===== src/design/cfs_pkg.sv =====
// ----------------------------------------------------------------------------
// cfs_pkg
// Shared types, codes and constants of the calibrated sample filter.
// ----------------------------------------------------------------------------
package cfs_pkg;

	localparam int CFG_W        = 16;
	localparam int IDX_W        = 2;
	localparam int WIN_LEN_W    = 5;
	localparam int STAMP_W      = 32;
	localparam int WINDOW_MAX_D = 16;
	localparam int SAMPLE_W_D   = 16;
	localparam int LP_ALPHA     = 51;
	localparam int LP_KEEP      = 205;
	localparam int SCALE_RST    = 256;
	localparam int WIN_LEN_RST  = 16;

	typedef enum logic [IDX_W-1:0] {
		CFG_OFFSET = 2'd0,
		CFG_SCALE  = 2'd1,
		CFG_MODE   = 2'd2,
		CFG_WINDOW = 2'd3
	} cfg_idx_t;

	typedef enum logic [1:0] {
		MODE_NONE = 2'd0,
		MODE_AVG  = 2'd1,
		MODE_MED  = 2'd2,
		MODE_LP   = 2'd3
	} mode_t;

	typedef enum logic [2:0] {
		OP_IDLE,
		OP_SUM,
		OP_CAND,
		OP_COUNT,
		OP_CHECK
	} rd_op_t;

	typedef struct packed {
		logic   take;
		logic   calc;
		logic   sat;
		logic   pass;
		logic   lp;
		logic   push;
		logic   sum_clr;
		rd_op_t op;
		logic   div_start;
		logic   div_step;
		logic   div_fix;
		logic   load_out;
	} cmd_t;

	typedef struct packed {
		mode_t mode;
		logic  out_free;
	} status_t;

endpackage


===== src/design/cfs_datapath.sv =====
// ----------------------------------------------------------------------------
// cfs_datapath
// Configuration registers, calibration, window store, accumulator, divider,
// median counters, low-pass update and the result register.
// ----------------------------------------------------------------------------
module cfs_datapath import cfs_pkg::*; #(
	parameter int WINDOW_MAX = WINDOW_MAX_D,
	parameter int SAMPLE_W   = SAMPLE_W_D,
	localparam int SLOT_W    = (WINDOW_MAX > 1) ? $clog2(WINDOW_MAX) : 1,
	localparam int CNT_W     = $clog2(WINDOW_MAX + 1)
) (
	input  logic                       clk,
	input  logic                       arst_n,
	input  logic                       cfg_valid,
	input  logic [IDX_W-1:0]           cfg_index,
	input  logic [CFG_W-1:0]           cfg_data,
	input  logic signed [SAMPLE_W-1:0] raw_sample,
	input  cmd_t                       cmd,
	input  logic [SLOT_W-1:0]          rd_addr,
	input  logic                       result_stall,
	output status_t                    status,
	output logic [CNT_W-1:0]           fill,
	output logic                       result_valid,
	output logic signed [SAMPLE_W-1:0] filtered_value,
	output logic [STAMP_W-1:0]         sample_stamp
);

	localparam int ADJ_W  = ((SAMPLE_W > CFG_W) ? SAMPLE_W : CFG_W) + 1;
	localparam int PROD_W = ADJ_W + CFG_W;
	localparam int Q_W    = PROD_W - 8;
	localparam int SUM_W  = SAMPLE_W + CNT_W;
	localparam int SM_W   = SAMPLE_W + 8;
	localparam int KP_W   = SM_W + 8;

	localparam logic signed [SAMPLE_W-1:0] S_MAX = {1'b0, {(SAMPLE_W-1){1'b1}}};
	localparam logic signed [SAMPLE_W-1:0] S_MIN = {1'b1, {(SAMPLE_W-1){1'b0}}};

	logic signed [CFG_W-1:0]    offset_q;
	logic signed [CFG_W-1:0]    scale_q;
	mode_t                      mode_q;
	logic [WIN_LEN_W-1:0]       winlen_q;
	logic [CNT_W-1:0]           win_eff;

	logic signed [SAMPLE_W-1:0] raw_q;
	logic [STAMP_W-1:0]         count_q;
	logic [STAMP_W-1:0]         stamp_q;
	logic signed [PROD_W-1:0]   prod_q;
	logic signed [SAMPLE_W-1:0] v_q;
	logic signed [SAMPLE_W-1:0] res_q;

	logic [SLOT_W-1:0]          slot_q;
	logic [CNT_W-1:0]           fill_q;
	logic signed [SM_W-1:0]     sm_q;

	logic signed [SAMPLE_W-1:0] mem [WINDOW_MAX];
	logic signed [SAMPLE_W-1:0] rdata_s1;
	rd_op_t                     op_s1;

	logic signed [SUM_W-1:0]    sum_q;
	logic signed [SAMPLE_W-1:0] cand_q;
	logic [CNT_W-1:0]           less_q;
	logic [CNT_W-1:0]           eq_q;
	logic [CNT_W-1:0]           med_k;

	logic [SUM_W-1:0]           dq_q;
	logic [CNT_W-1:0]           rem_q;
	logic                       neg_q;
	logic [CNT_W:0]             trial;
	logic                       trial_ge;

	logic signed [ADJ_W-1:0]    adj;
	logic signed [PROD_W-1:0]   prod_c;
	logic signed [Q_W-1:0]      q_c;
	logic signed [SAMPLE_W-1:0] v_c;
	logic signed [KP_W-1:0]     keep_c;
	logic signed [SM_W-1:0]     sm_new;
	logic signed [SAMPLE_W-1:0] lp_out;

	logic                       out_valid_q;
	logic signed [SAMPLE_W-1:0] out_val_q;
	logic [STAMP_W-1:0]         out_stamp_q;

	always_comb begin
		if (winlen_q == '0 || 32'(winlen_q) > 32'(WINDOW_MAX)) begin
			win_eff = CNT_W'(WINDOW_MAX);
		end else begin
			win_eff = CNT_W'(winlen_q);
		end
	end

	assign adj    = ADJ_W'(raw_q) + ADJ_W'(offset_q);
	assign prod_c = PROD_W'(adj) * PROD_W'(scale_q);

	always_comb begin
		q_c = Q_W'(prod_q >>> 8);
		if (prod_q < 0 && prod_q[7:0] != 8'd0) begin
			q_c = q_c + Q_W'(1);
		end
		if (q_c > Q_W'(S_MAX)) begin
			v_c = S_MAX;
		end else if (q_c < Q_W'(S_MIN)) begin
			v_c = S_MIN;
		end else begin
			v_c = SAMPLE_W'(q_c);
		end
	end

	always_comb begin
		keep_c = KP_W'(sm_q) * KP_W'(LP_KEEP);
		sm_new = SM_W'(SM_W'(v_q) * SM_W'(LP_ALPHA)) + SM_W'(keep_c >>> 8);
		lp_out = SAMPLE_W'(sm_new >>> 8);
		if (sm_new < 0 && sm_new[7:0] != 8'd0) begin
			lp_out = lp_out + SAMPLE_W'(1);
		end
	end

	assign med_k    = fill_q >> 1;
	assign trial    = {rem_q, dq_q[SUM_W-1]};
	assign trial_ge = trial >= (CNT_W+1)'(fill_q);

	always_ff @(posedge clk or negedge arst_n) begin
		if (!arst_n) begin
			offset_q    <= '0;
			scale_q     <= CFG_W'(SCALE_RST);
			mode_q      <= MODE_NONE;
			winlen_q    <= WIN_LEN_W'(WIN_LEN_RST);
			count_q     <= '0;
			slot_q      <= '0;
			fill_q      <= '0;
			sm_q        <= '0;
			op_s1       <= OP_IDLE;
			out_valid_q <= 1'b0;
		end else begin
			if (cfg_valid) begin
				unique case (cfg_idx_t'(cfg_index))
					CFG_OFFSET: offset_q <= cfg_data;
					CFG_SCALE:  scale_q  <= cfg_data;
					CFG_MODE: begin
						mode_q <= mode_t'(cfg_data[1:0]);
						slot_q <= '0;
						fill_q <= '0;
						sm_q   <= '0;
					end
					CFG_WINDOW: begin
						winlen_q <= cfg_data[WIN_LEN_W-1:0];
						slot_q   <= '0;
						fill_q   <= '0;
						sm_q     <= '0;
					end
					default: ;
				endcase
			end else begin
				if (cmd.push) begin
					if (CNT_W'(slot_q) + CNT_W'(1) == win_eff) begin
						slot_q <= '0;
					end else begin
						slot_q <= slot_q + SLOT_W'(1);
					end
					if (fill_q < win_eff) begin
						fill_q <= fill_q + CNT_W'(1);
					end
				end
				if (cmd.lp) begin
					if (fill_q == '0) begin
						sm_q   <= {v_q, 8'd0};
						fill_q <= CNT_W'(1);
					end else begin
						sm_q <= sm_new;
					end
				end
			end
			if (cmd.take) begin
				count_q <= count_q + STAMP_W'(1);
			end
			op_s1 <= cmd.op;
			if (cmd.load_out) begin
				out_valid_q <= 1'b1;
			end else if (!result_stall) begin
				out_valid_q <= 1'b0;
			end
		end
	end

	always_ff @(posedge clk) begin
		if (cmd.push) begin
			mem[slot_q] <= v_q;
		end
		rdata_s1 <= mem[rd_addr];
	end

	always_ff @(posedge clk) begin
		if (cmd.take) begin
			raw_q   <= raw_sample;
			stamp_q <= count_q;
		end
		if (cmd.calc) begin
			prod_q <= prod_c;
		end
		if (cmd.sat) begin
			v_q <= v_c;
		end
		if (cmd.pass) begin
			res_q <= v_q;
		end
		if (cmd.lp) begin
			res_q <= (fill_q == '0) ? v_q : lp_out;
		end
		if (cmd.sum_clr) begin
			sum_q <= '0;
		end
		unique case (op_s1)
			OP_SUM: sum_q <= sum_q + SUM_W'(rdata_s1);
			OP_CAND: begin
				cand_q <= rdata_s1;
				less_q <= '0;
				eq_q   <= '0;
			end
			OP_COUNT: begin
				if (rdata_s1 < cand_q) begin
					less_q <= less_q + CNT_W'(1);
				end
				if (rdata_s1 == cand_q) begin
					eq_q <= eq_q + CNT_W'(1);
				end
			end
			OP_CHECK: begin
				if (less_q <= med_k && med_k < less_q + eq_q) begin
					res_q <= cand_q;
				end
			end
			default: ;
		endcase
		if (cmd.div_start) begin
			rem_q <= '0;
			neg_q <= sum_q < 0;
			dq_q  <= (sum_q < 0) ? SUM_W'(-sum_q) : SUM_W'(sum_q);
		end
		if (cmd.div_step) begin
			rem_q <= trial_ge ? CNT_W'(trial - (CNT_W+1)'(fill_q)) : CNT_W'(trial);
			dq_q  <= {dq_q[SUM_W-2:0], trial_ge};
		end
		if (cmd.div_fix) begin
			res_q <= neg_q ? SAMPLE_W'(-dq_q) : SAMPLE_W'(dq_q);
		end
		if (cmd.load_out) begin
			out_val_q   <= res_q;
			out_stamp_q <= stamp_q;
		end
	end

	assign status.mode     = mode_q;
	assign status.out_free = !out_valid_q || !result_stall;
	assign fill            = fill_q;
	assign result_valid    = out_valid_q;
	assign filtered_value  = out_val_q;
	assign sample_stamp    = out_stamp_q;

endmodule


===== src/design/cfs_ctrl.sv =====
// ----------------------------------------------------------------------------
// cfs_ctrl
// Sequencer that steps one sample through calibration and the chosen filter.
// ----------------------------------------------------------------------------
module cfs_ctrl import cfs_pkg::*; #(
	parameter int WINDOW_MAX = WINDOW_MAX_D,
	parameter int SAMPLE_W   = SAMPLE_W_D,
	localparam int SLOT_W    = (WINDOW_MAX > 1) ? $clog2(WINDOW_MAX) : 1,
	localparam int CNT_W     = $clog2(WINDOW_MAX + 1)
) (
	input  logic              clk,
	input  logic              arst_n,
	input  logic              sample_valid,
	input  status_t           status,
	input  logic [CNT_W-1:0]  fill,
	output logic              sample_stall,
	output cmd_t              cmd,
	output logic [SLOT_W-1:0] rd_addr
);

	localparam int SUM_W  = SAMPLE_W + CNT_W;
	localparam int DIV_CW = $clog2(SUM_W);

	typedef enum logic [3:0] {
		S_IDLE,
		S_CALC,
		S_SAT,
		S_DISPATCH,
		S_SUM,
		S_DRAIN,
		S_DIVS,
		S_DIV,
		S_FIX,
		S_OUTER,
		S_INNER,
		S_CHECK,
		S_OUT
	} state_t;

	state_t            state_q;
	logic [CNT_W-1:0]  i_q;
	logic [CNT_W-1:0]  j_q;
	logic [DIV_CW-1:0] div_q;
	logic [CNT_W-1:0]  last;

	assign last = fill - CNT_W'(1);

	always_ff @(posedge clk or negedge arst_n) begin
		if (!arst_n) begin
			state_q <= S_IDLE;
			i_q     <= '0;
			j_q     <= '0;
			div_q   <= '0;
		end else begin
			unique case (state_q)
				S_IDLE: begin
					if (sample_valid) begin
						state_q <= S_CALC;
					end
				end
				S_CALC: state_q <= S_SAT;
				S_SAT:  state_q <= S_DISPATCH;
				S_DISPATCH: begin
					i_q <= '0;
					j_q <= '0;
					unique case (status.mode)
						MODE_AVG: state_q <= S_SUM;
						MODE_MED: state_q <= S_OUTER;
						default:  state_q <= S_OUT;
					endcase
				end
				S_SUM: begin
					j_q <= j_q + CNT_W'(1);
					if (j_q == last) begin
						state_q <= S_DRAIN;
					end
				end
				S_DRAIN: begin
					state_q <= (status.mode == MODE_AVG) ? S_DIVS : S_OUT;
				end
				S_DIVS: begin
					div_q   <= '0;
					state_q <= S_DIV;
				end
				S_DIV: begin
					div_q <= div_q + DIV_CW'(1);
					if (div_q == DIV_CW'(SUM_W - 1)) begin
						state_q <= S_FIX;
					end
				end
				S_FIX: state_q <= S_OUT;
				S_OUTER: begin
					j_q     <= '0;
					state_q <= S_INNER;
				end
				S_INNER: begin
					j_q <= j_q + CNT_W'(1);
					if (j_q == last) begin
						state_q <= S_CHECK;
					end
				end
				S_CHECK: begin
					i_q     <= i_q + CNT_W'(1);
					state_q <= (i_q == last) ? S_DRAIN : S_OUTER;
				end
				S_OUT: begin
					if (status.out_free) begin
						state_q <= S_IDLE;
					end
				end
				default: state_q <= S_IDLE;
			endcase
		end
	end

	always_comb begin
		cmd         = '0;
		cmd.op      = OP_IDLE;
		rd_addr     = j_q[SLOT_W-1:0];
		unique case (state_q)
			S_IDLE: cmd.take = sample_valid;
			S_CALC: cmd.calc = 1'b1;
			S_SAT:  cmd.sat  = 1'b1;
			S_DISPATCH: begin
				unique case (status.mode)
					MODE_NONE: cmd.pass = 1'b1;
					MODE_LP:   cmd.lp   = 1'b1;
					default: begin
						cmd.push    = 1'b1;
						cmd.sum_clr = 1'b1;
					end
				endcase
			end
			S_SUM:   cmd.op = OP_SUM;
			S_DIVS:  cmd.div_start = 1'b1;
			S_DIV:   cmd.div_step  = 1'b1;
			S_FIX:   cmd.div_fix   = 1'b1;
			S_OUTER: begin
				cmd.op  = OP_CAND;
				rd_addr = i_q[SLOT_W-1:0];
			end
			S_INNER: cmd.op = OP_COUNT;
			S_CHECK: cmd.op = OP_CHECK;
			S_OUT:   cmd.load_out = status.out_free;
			default: ;
		endcase
	end

	assign sample_stall = (state_q != S_IDLE);

endmodule


===== src/design/calibrated_sample_filter_top.sv =====
// ----------------------------------------------------------------------------
// calibrated_sample_filter_top
// Calibrates raw samples and filters them by average, median or low-pass.
// ----------------------------------------------------------------------------
// Samples enter on the sample channel (sample_valid, sample_stall, raw_sample)
// and leave on the result channel (result_valid, result_stall, filtered_value,
// sample_stamp); each request in gives exactly one request out. The
// configuration channel (cfg_valid, cfg_ready, cfg_index, cfg_data) is always
// ready; the user must write it only while the block is idle, which the block
// does not enforce; writing the mode or window length restarts filter history.
// One sample is worked on at a time, and the next one is taken while its
// result still waits in the output register.
// The average divides the sum of the n stored samples by n; the divider
// retires one quotient bit a cycle. The median is found through the single
// read port of the window memory, which compares every stored sample with
// every other stored sample, one pair at a time.
// Reset returns the registers to offset 0, unity gain, pass-through and a
// full window, and empties the history and the sample count. When the
// receiver stalls, the result holds, the next sample is still taken and
// worked on, and the one after it waits in stall until the result leaves.
module calibrated_sample_filter_top import cfs_pkg::*; #(
	parameter int WINDOW_MAX = WINDOW_MAX_D,
	parameter int SAMPLE_W   = SAMPLE_W_D
) (
	input  logic                       clk,
	input  logic                       arst_n,
	input  logic                       cfg_valid,
	output logic                       cfg_ready,
	input  logic [IDX_W-1:0]           cfg_index,
	input  logic [CFG_W-1:0]           cfg_data,
	input  logic                       sample_valid,
	output logic                       sample_stall,
	input  logic signed [SAMPLE_W-1:0] raw_sample,
	output logic                       result_valid,
	input  logic                       result_stall,
	output logic signed [SAMPLE_W-1:0] filtered_value,
	output logic [STAMP_W-1:0]         sample_stamp
);

	localparam int SLOT_W = (WINDOW_MAX > 1) ? $clog2(WINDOW_MAX) : 1;
	localparam int CNT_W  = $clog2(WINDOW_MAX + 1);

	cmd_t              cmd;
	status_t           status;
	logic [CNT_W-1:0]  fill;
	logic [SLOT_W-1:0] rd_addr;

	assign cfg_ready = 1'b1;

	cfs_ctrl #(
		.WINDOW_MAX(WINDOW_MAX),
		.SAMPLE_W  (SAMPLE_W)
	) u_ctrl (
		.clk         (clk),
		.arst_n      (arst_n),
		.sample_valid(sample_valid),
		.status      (status),
		.fill        (fill),
		.sample_stall(sample_stall),
		.cmd         (cmd),
		.rd_addr     (rd_addr)
	);

	cfs_datapath #(
		.WINDOW_MAX(WINDOW_MAX),
		.SAMPLE_W  (SAMPLE_W)
	) u_dp (
		.clk           (clk),
		.arst_n        (arst_n),
		.cfg_valid     (cfg_valid),
		.cfg_index     (cfg_index),
		.cfg_data      (cfg_data),
		.raw_sample    (raw_sample),
		.cmd           (cmd),
		.rd_addr       (rd_addr),
		.result_stall  (result_stall),
		.status        (status),
		.fill          (fill),
		.result_valid  (result_valid),
		.filtered_value(filtered_value),
		.sample_stamp  (sample_stamp)
	);

endmodule


===== config.mk =====
export PLATFORM = sky130hd
export DESIGN_NAME = calibrated_sample_filter_top
export DESIGN_NICKNAME = d
export VERILOG_FILES = /design/src/design/cfs_pkg.sv /design/src/design/cfs_datapath.sv /design/src/design/cfs_ctrl.sv /design/src/design/calibrated_sample_filter_top.sv
export SDC_FILE = /design/constraint.sdc
export NUM_CORES = 2
export LEC_CHECK = 0
export BUFFER_PORTS_ARGS = -buffer_cell sky130_fd_sc_hd__buf_2
export CAP_MARGIN = 15
export CORE_MARGIN = 2
export CORE_UTILIZATION = 65
export DETAILED_ROUTE_END_ITERATION = 10
export PLACE_DENSITY_LB_ADDON = 0.05
export SLEW_MARGIN = 15
export SYNTH_ARGS = -nofsm -noshare
export SYNTH_HDL_FRONTEND = slang
export SYNTH_SLANG_ARGS = --single-unit

===== constraint.sdc =====
create_clock -name clk -period 19.9 [get_ports clk]
set_input_delay 3.98 -clock clk [delete_from_list [all_inputs] [get_ports clk]]
set_output_delay 3.98 -clock clk [all_outputs]
set_load 0.01 [all_outputs]

==> out/qor.yml <==
synthesis:
  avgSynthCellArea_um2: 11.40
  synth-main-ff-cell: "edfxtp_1"
  yosysUniqueCellTypes: 97
  synth_area_um2: 46020
  ys_ff_latch: 634
  synthArstFlopShare_pct: 20.03
  synth_nets: 4825
  synthCells: 4038
  ys_warn_count: 0
  synth_edf_count: 475
  yosysSeqAreaShare_pct: 39.29
outcome:
  status: "finished, final reports clean"
critical_path:
  cp-end-kind: "flip-flop"
  worstSetupPathType: "flip-flop to flip-flop"
  cp.required_ns: 20.37
  reg2reg_depth: 32
  rr_endpoint: "u_dp.prod_q[32]"
  crit_arrival_ns: 9.61
  r2r_start: "u_dp.raw_q[0]"
  max_stage_delay_ns: 0.54
  startpoint: "u_dp.raw_q[0]"
  crit_top_cell: "fa_1"
  crit_path_end: "u_dp.prod_q[32]"
  cp_max_fo: 24
  critPathLaunchType: "flip-flop"
  reg2reg_slack_ns: 10.76
  slowest_stage: "fa_1"
drt:
  vias_per_cell: 5.816
  wl_per_cell_um: 20.54
  vias: 29800
  drtIter0Drc: 2021
  drt_first_pass_iters: 6
  postRouteAntennaNets: 0
  wl_mm: 105.3
  drc: 0
cells_and_area:
  area_delta_synth_final_pct: 8.536
  nets: 4917
  drive_above_1_share_pct: 9.751
  final_common_cell: "inv_1"
  layout_common_cells: "inv_1, edfxtp_1, fa_1"
  antenna_cells: 0
  nFillCells: 5037
placed_design:
  gp_routability_congestion: 0.9184
  portBuffers: 88
  dp_hpwl_mm: 77.08
clock_network:
  clock_latency_ns: 0.65
  postCtsHoldBufs: 0
  clk_pin_slew_worst_paths_ns: 0.06
  cts_inserted_buffers: 69
  clock_path_buffers: 3
  postCtsSetupBuffers: 0
  cts_repair_resize_count: 0
  cts_htree_levels: 3
  cts_tree: "done"
  cts_root_buffer: "clkbuf_16"
  clock-sinks: 634
timing:
  fin_crit_ns: 9.143
  finalHoldViolations: 0
  max_freq_mhz: 109.4
  tightestPinTransition_ns: 1.139
  setup_tns_ns: 0
  period_share_pct: 45.95
  fin_worst_skew_ns: 0.04694
  rsz0062_at_grt: "false"
  setup_viol: 0
  slew_headroom_pct: 24.09
  slew_viol_final: 0
die:
  dieArea_um2: 72950
  rows: 97
  die_w_um: 270.1
  die_h_um: 270.1
  io_pins: 90
  start_util_pct: 65.72
  core_um2: 70030
global_route:
  antenna_found_initial: 0
  grt_pass1_wl_mm: 168.0
  grtUsageTotal_pct: 29.55
  grt_max_degree: 67
  grt_pass1_vias: 30490
  grt_overflow: 0
flow_run:
  maxCapViolCount: 0
hold_path:
  min-delay-path-class: "flip-flop to flip-flop"
## registers in the layout, indices dropped and copies added, names as in the netlist, 21 cells and up
signal	flops
u_dp.count_q	32
u_dp.dq_q	21
u_dp.mem	256
u_dp.prod_q	33
u_dp.sample_stamp	32
u_dp.sm_q	24
u_dp.stamp_q	32
u_dp.sum_q	21
## worst min path at each step
stage | to | cells past startpoint | slack [ns] | start
after floorplan | u_dp.sample_stamp[0] | 0 | 0.40 | u_dp.stamp_q[0]
after global placement | u_dp.sample_stamp[29] | 0 | 0.40 | u_dp.stamp_q[29]
after detailed placement | u_dp.sample_stamp[16] | 0 | 0.40 | u_dp.stamp_q[16]
after CTS | u_dp.sample_stamp[16] | 0 | 0.42 | u_dp.stamp_q[16]
after global routing | u_dp.sample_stamp[16] | 0 | 0.42 | u_dp.stamp_q[16]
final | u_dp.sample_stamp[21] | 0 | 0.42 | u_dp.stamp_q[21]
## layer usage
metal | wire [um] | vias up | GRT usage, %
met5 | 0 | - | 0
met4 | 3640 | 0 | 9.532
met3 | 7003 | 194 | 4.988
met2 | 48750 | 997 | 47.28
met1 | 45880 | 14730 | 41.63
li1 | - | 13880 | -
## cell usage after synthesis (all sizes together) (72+ instances only)
library cell	number	area share (%)
a21oi	127	1.4
and2	166	2.3
clkbuf	100	0.82
dfrtp	125	6.8
edfxtp	475	31
fa	391	17
ha	357	9.7
inv	633	5.2
nand2	328	2.7
nand3	72	0.78
nor2	164	1.3
o21ai	150	1.6
xnor2	144	2.8
xor2	99	1.9
## critical path, delay by kind of cell (launching register included)
| family | cells | cell delay (ns) |
|---|---|---|
| buf+inv | 3 | 0.35 |
| simple gates | 3 | 0.80 |
| flops | 1 | 0.37 |
| compound gates | 17 | 3.53 |
| fa+ha+maj | 9 | 3.96 |
## stage by stage
| stage | hold WS [ns] | instance area [um^2] | utilization (%) | std cells | setup WS (ns) |
|---|---|---|---|---|---|
| floorplan | 0.4003 | 46020 | - | 4038 | 11.43 |
| global placement | 0.4008 | 47700 | 68.11 | 4999 | 10.85 |
| detailed placement | 0.4045 | 47700 | 68.11 | 4999 | 10.77 |
| CTS | 0.4182 | 49950 | 71.33 | 5124 | 10.74 |
| global route | 0.4234 | 49950 | 71.33 | 5124 | 10.05 |
| finish | 0.4167 | 49950 | 71.33 | 5124 | 10.76 |
## area by class of cell
| class | count | area (um^2) | area share (%) |
|---|---|---|---|
| Multi-Input combinational cell | 2649 | 25200 | 50.45 |
| Sequential cell | 634 | 18080 | 36.20 |
| Inverter | 633 | 2376 | 4.757 |
| Clock buffer | 86 | 1800 | 3.604 |
| Tap cell | 940 | 1176 | 2.354 |
| Timing Repair Buffer | 143 | 859.6 | 1.721 |
| Clock inverter | 39 | 454.2 | 0.9092 |
## kinds of logic after synthesis
family / count (synthesis) / synth area share, %
muxes: 129 / 4.668
and+or+nand+nor: 971 / 10.53
adders and majority gates: 748 / 26.71
other: 1 / 0.008148
buffers and inverters: 755 / 6.234
AOI/OAI and AO/OA: 557 / 7.917
xor gates and xnor gates: 243 / 4.641
DFF: 634 / 39.29
Power is left out: the tool's default activity adds up to more than one toggle a clock period on the data nets, which glitch-free logic cannot reach.
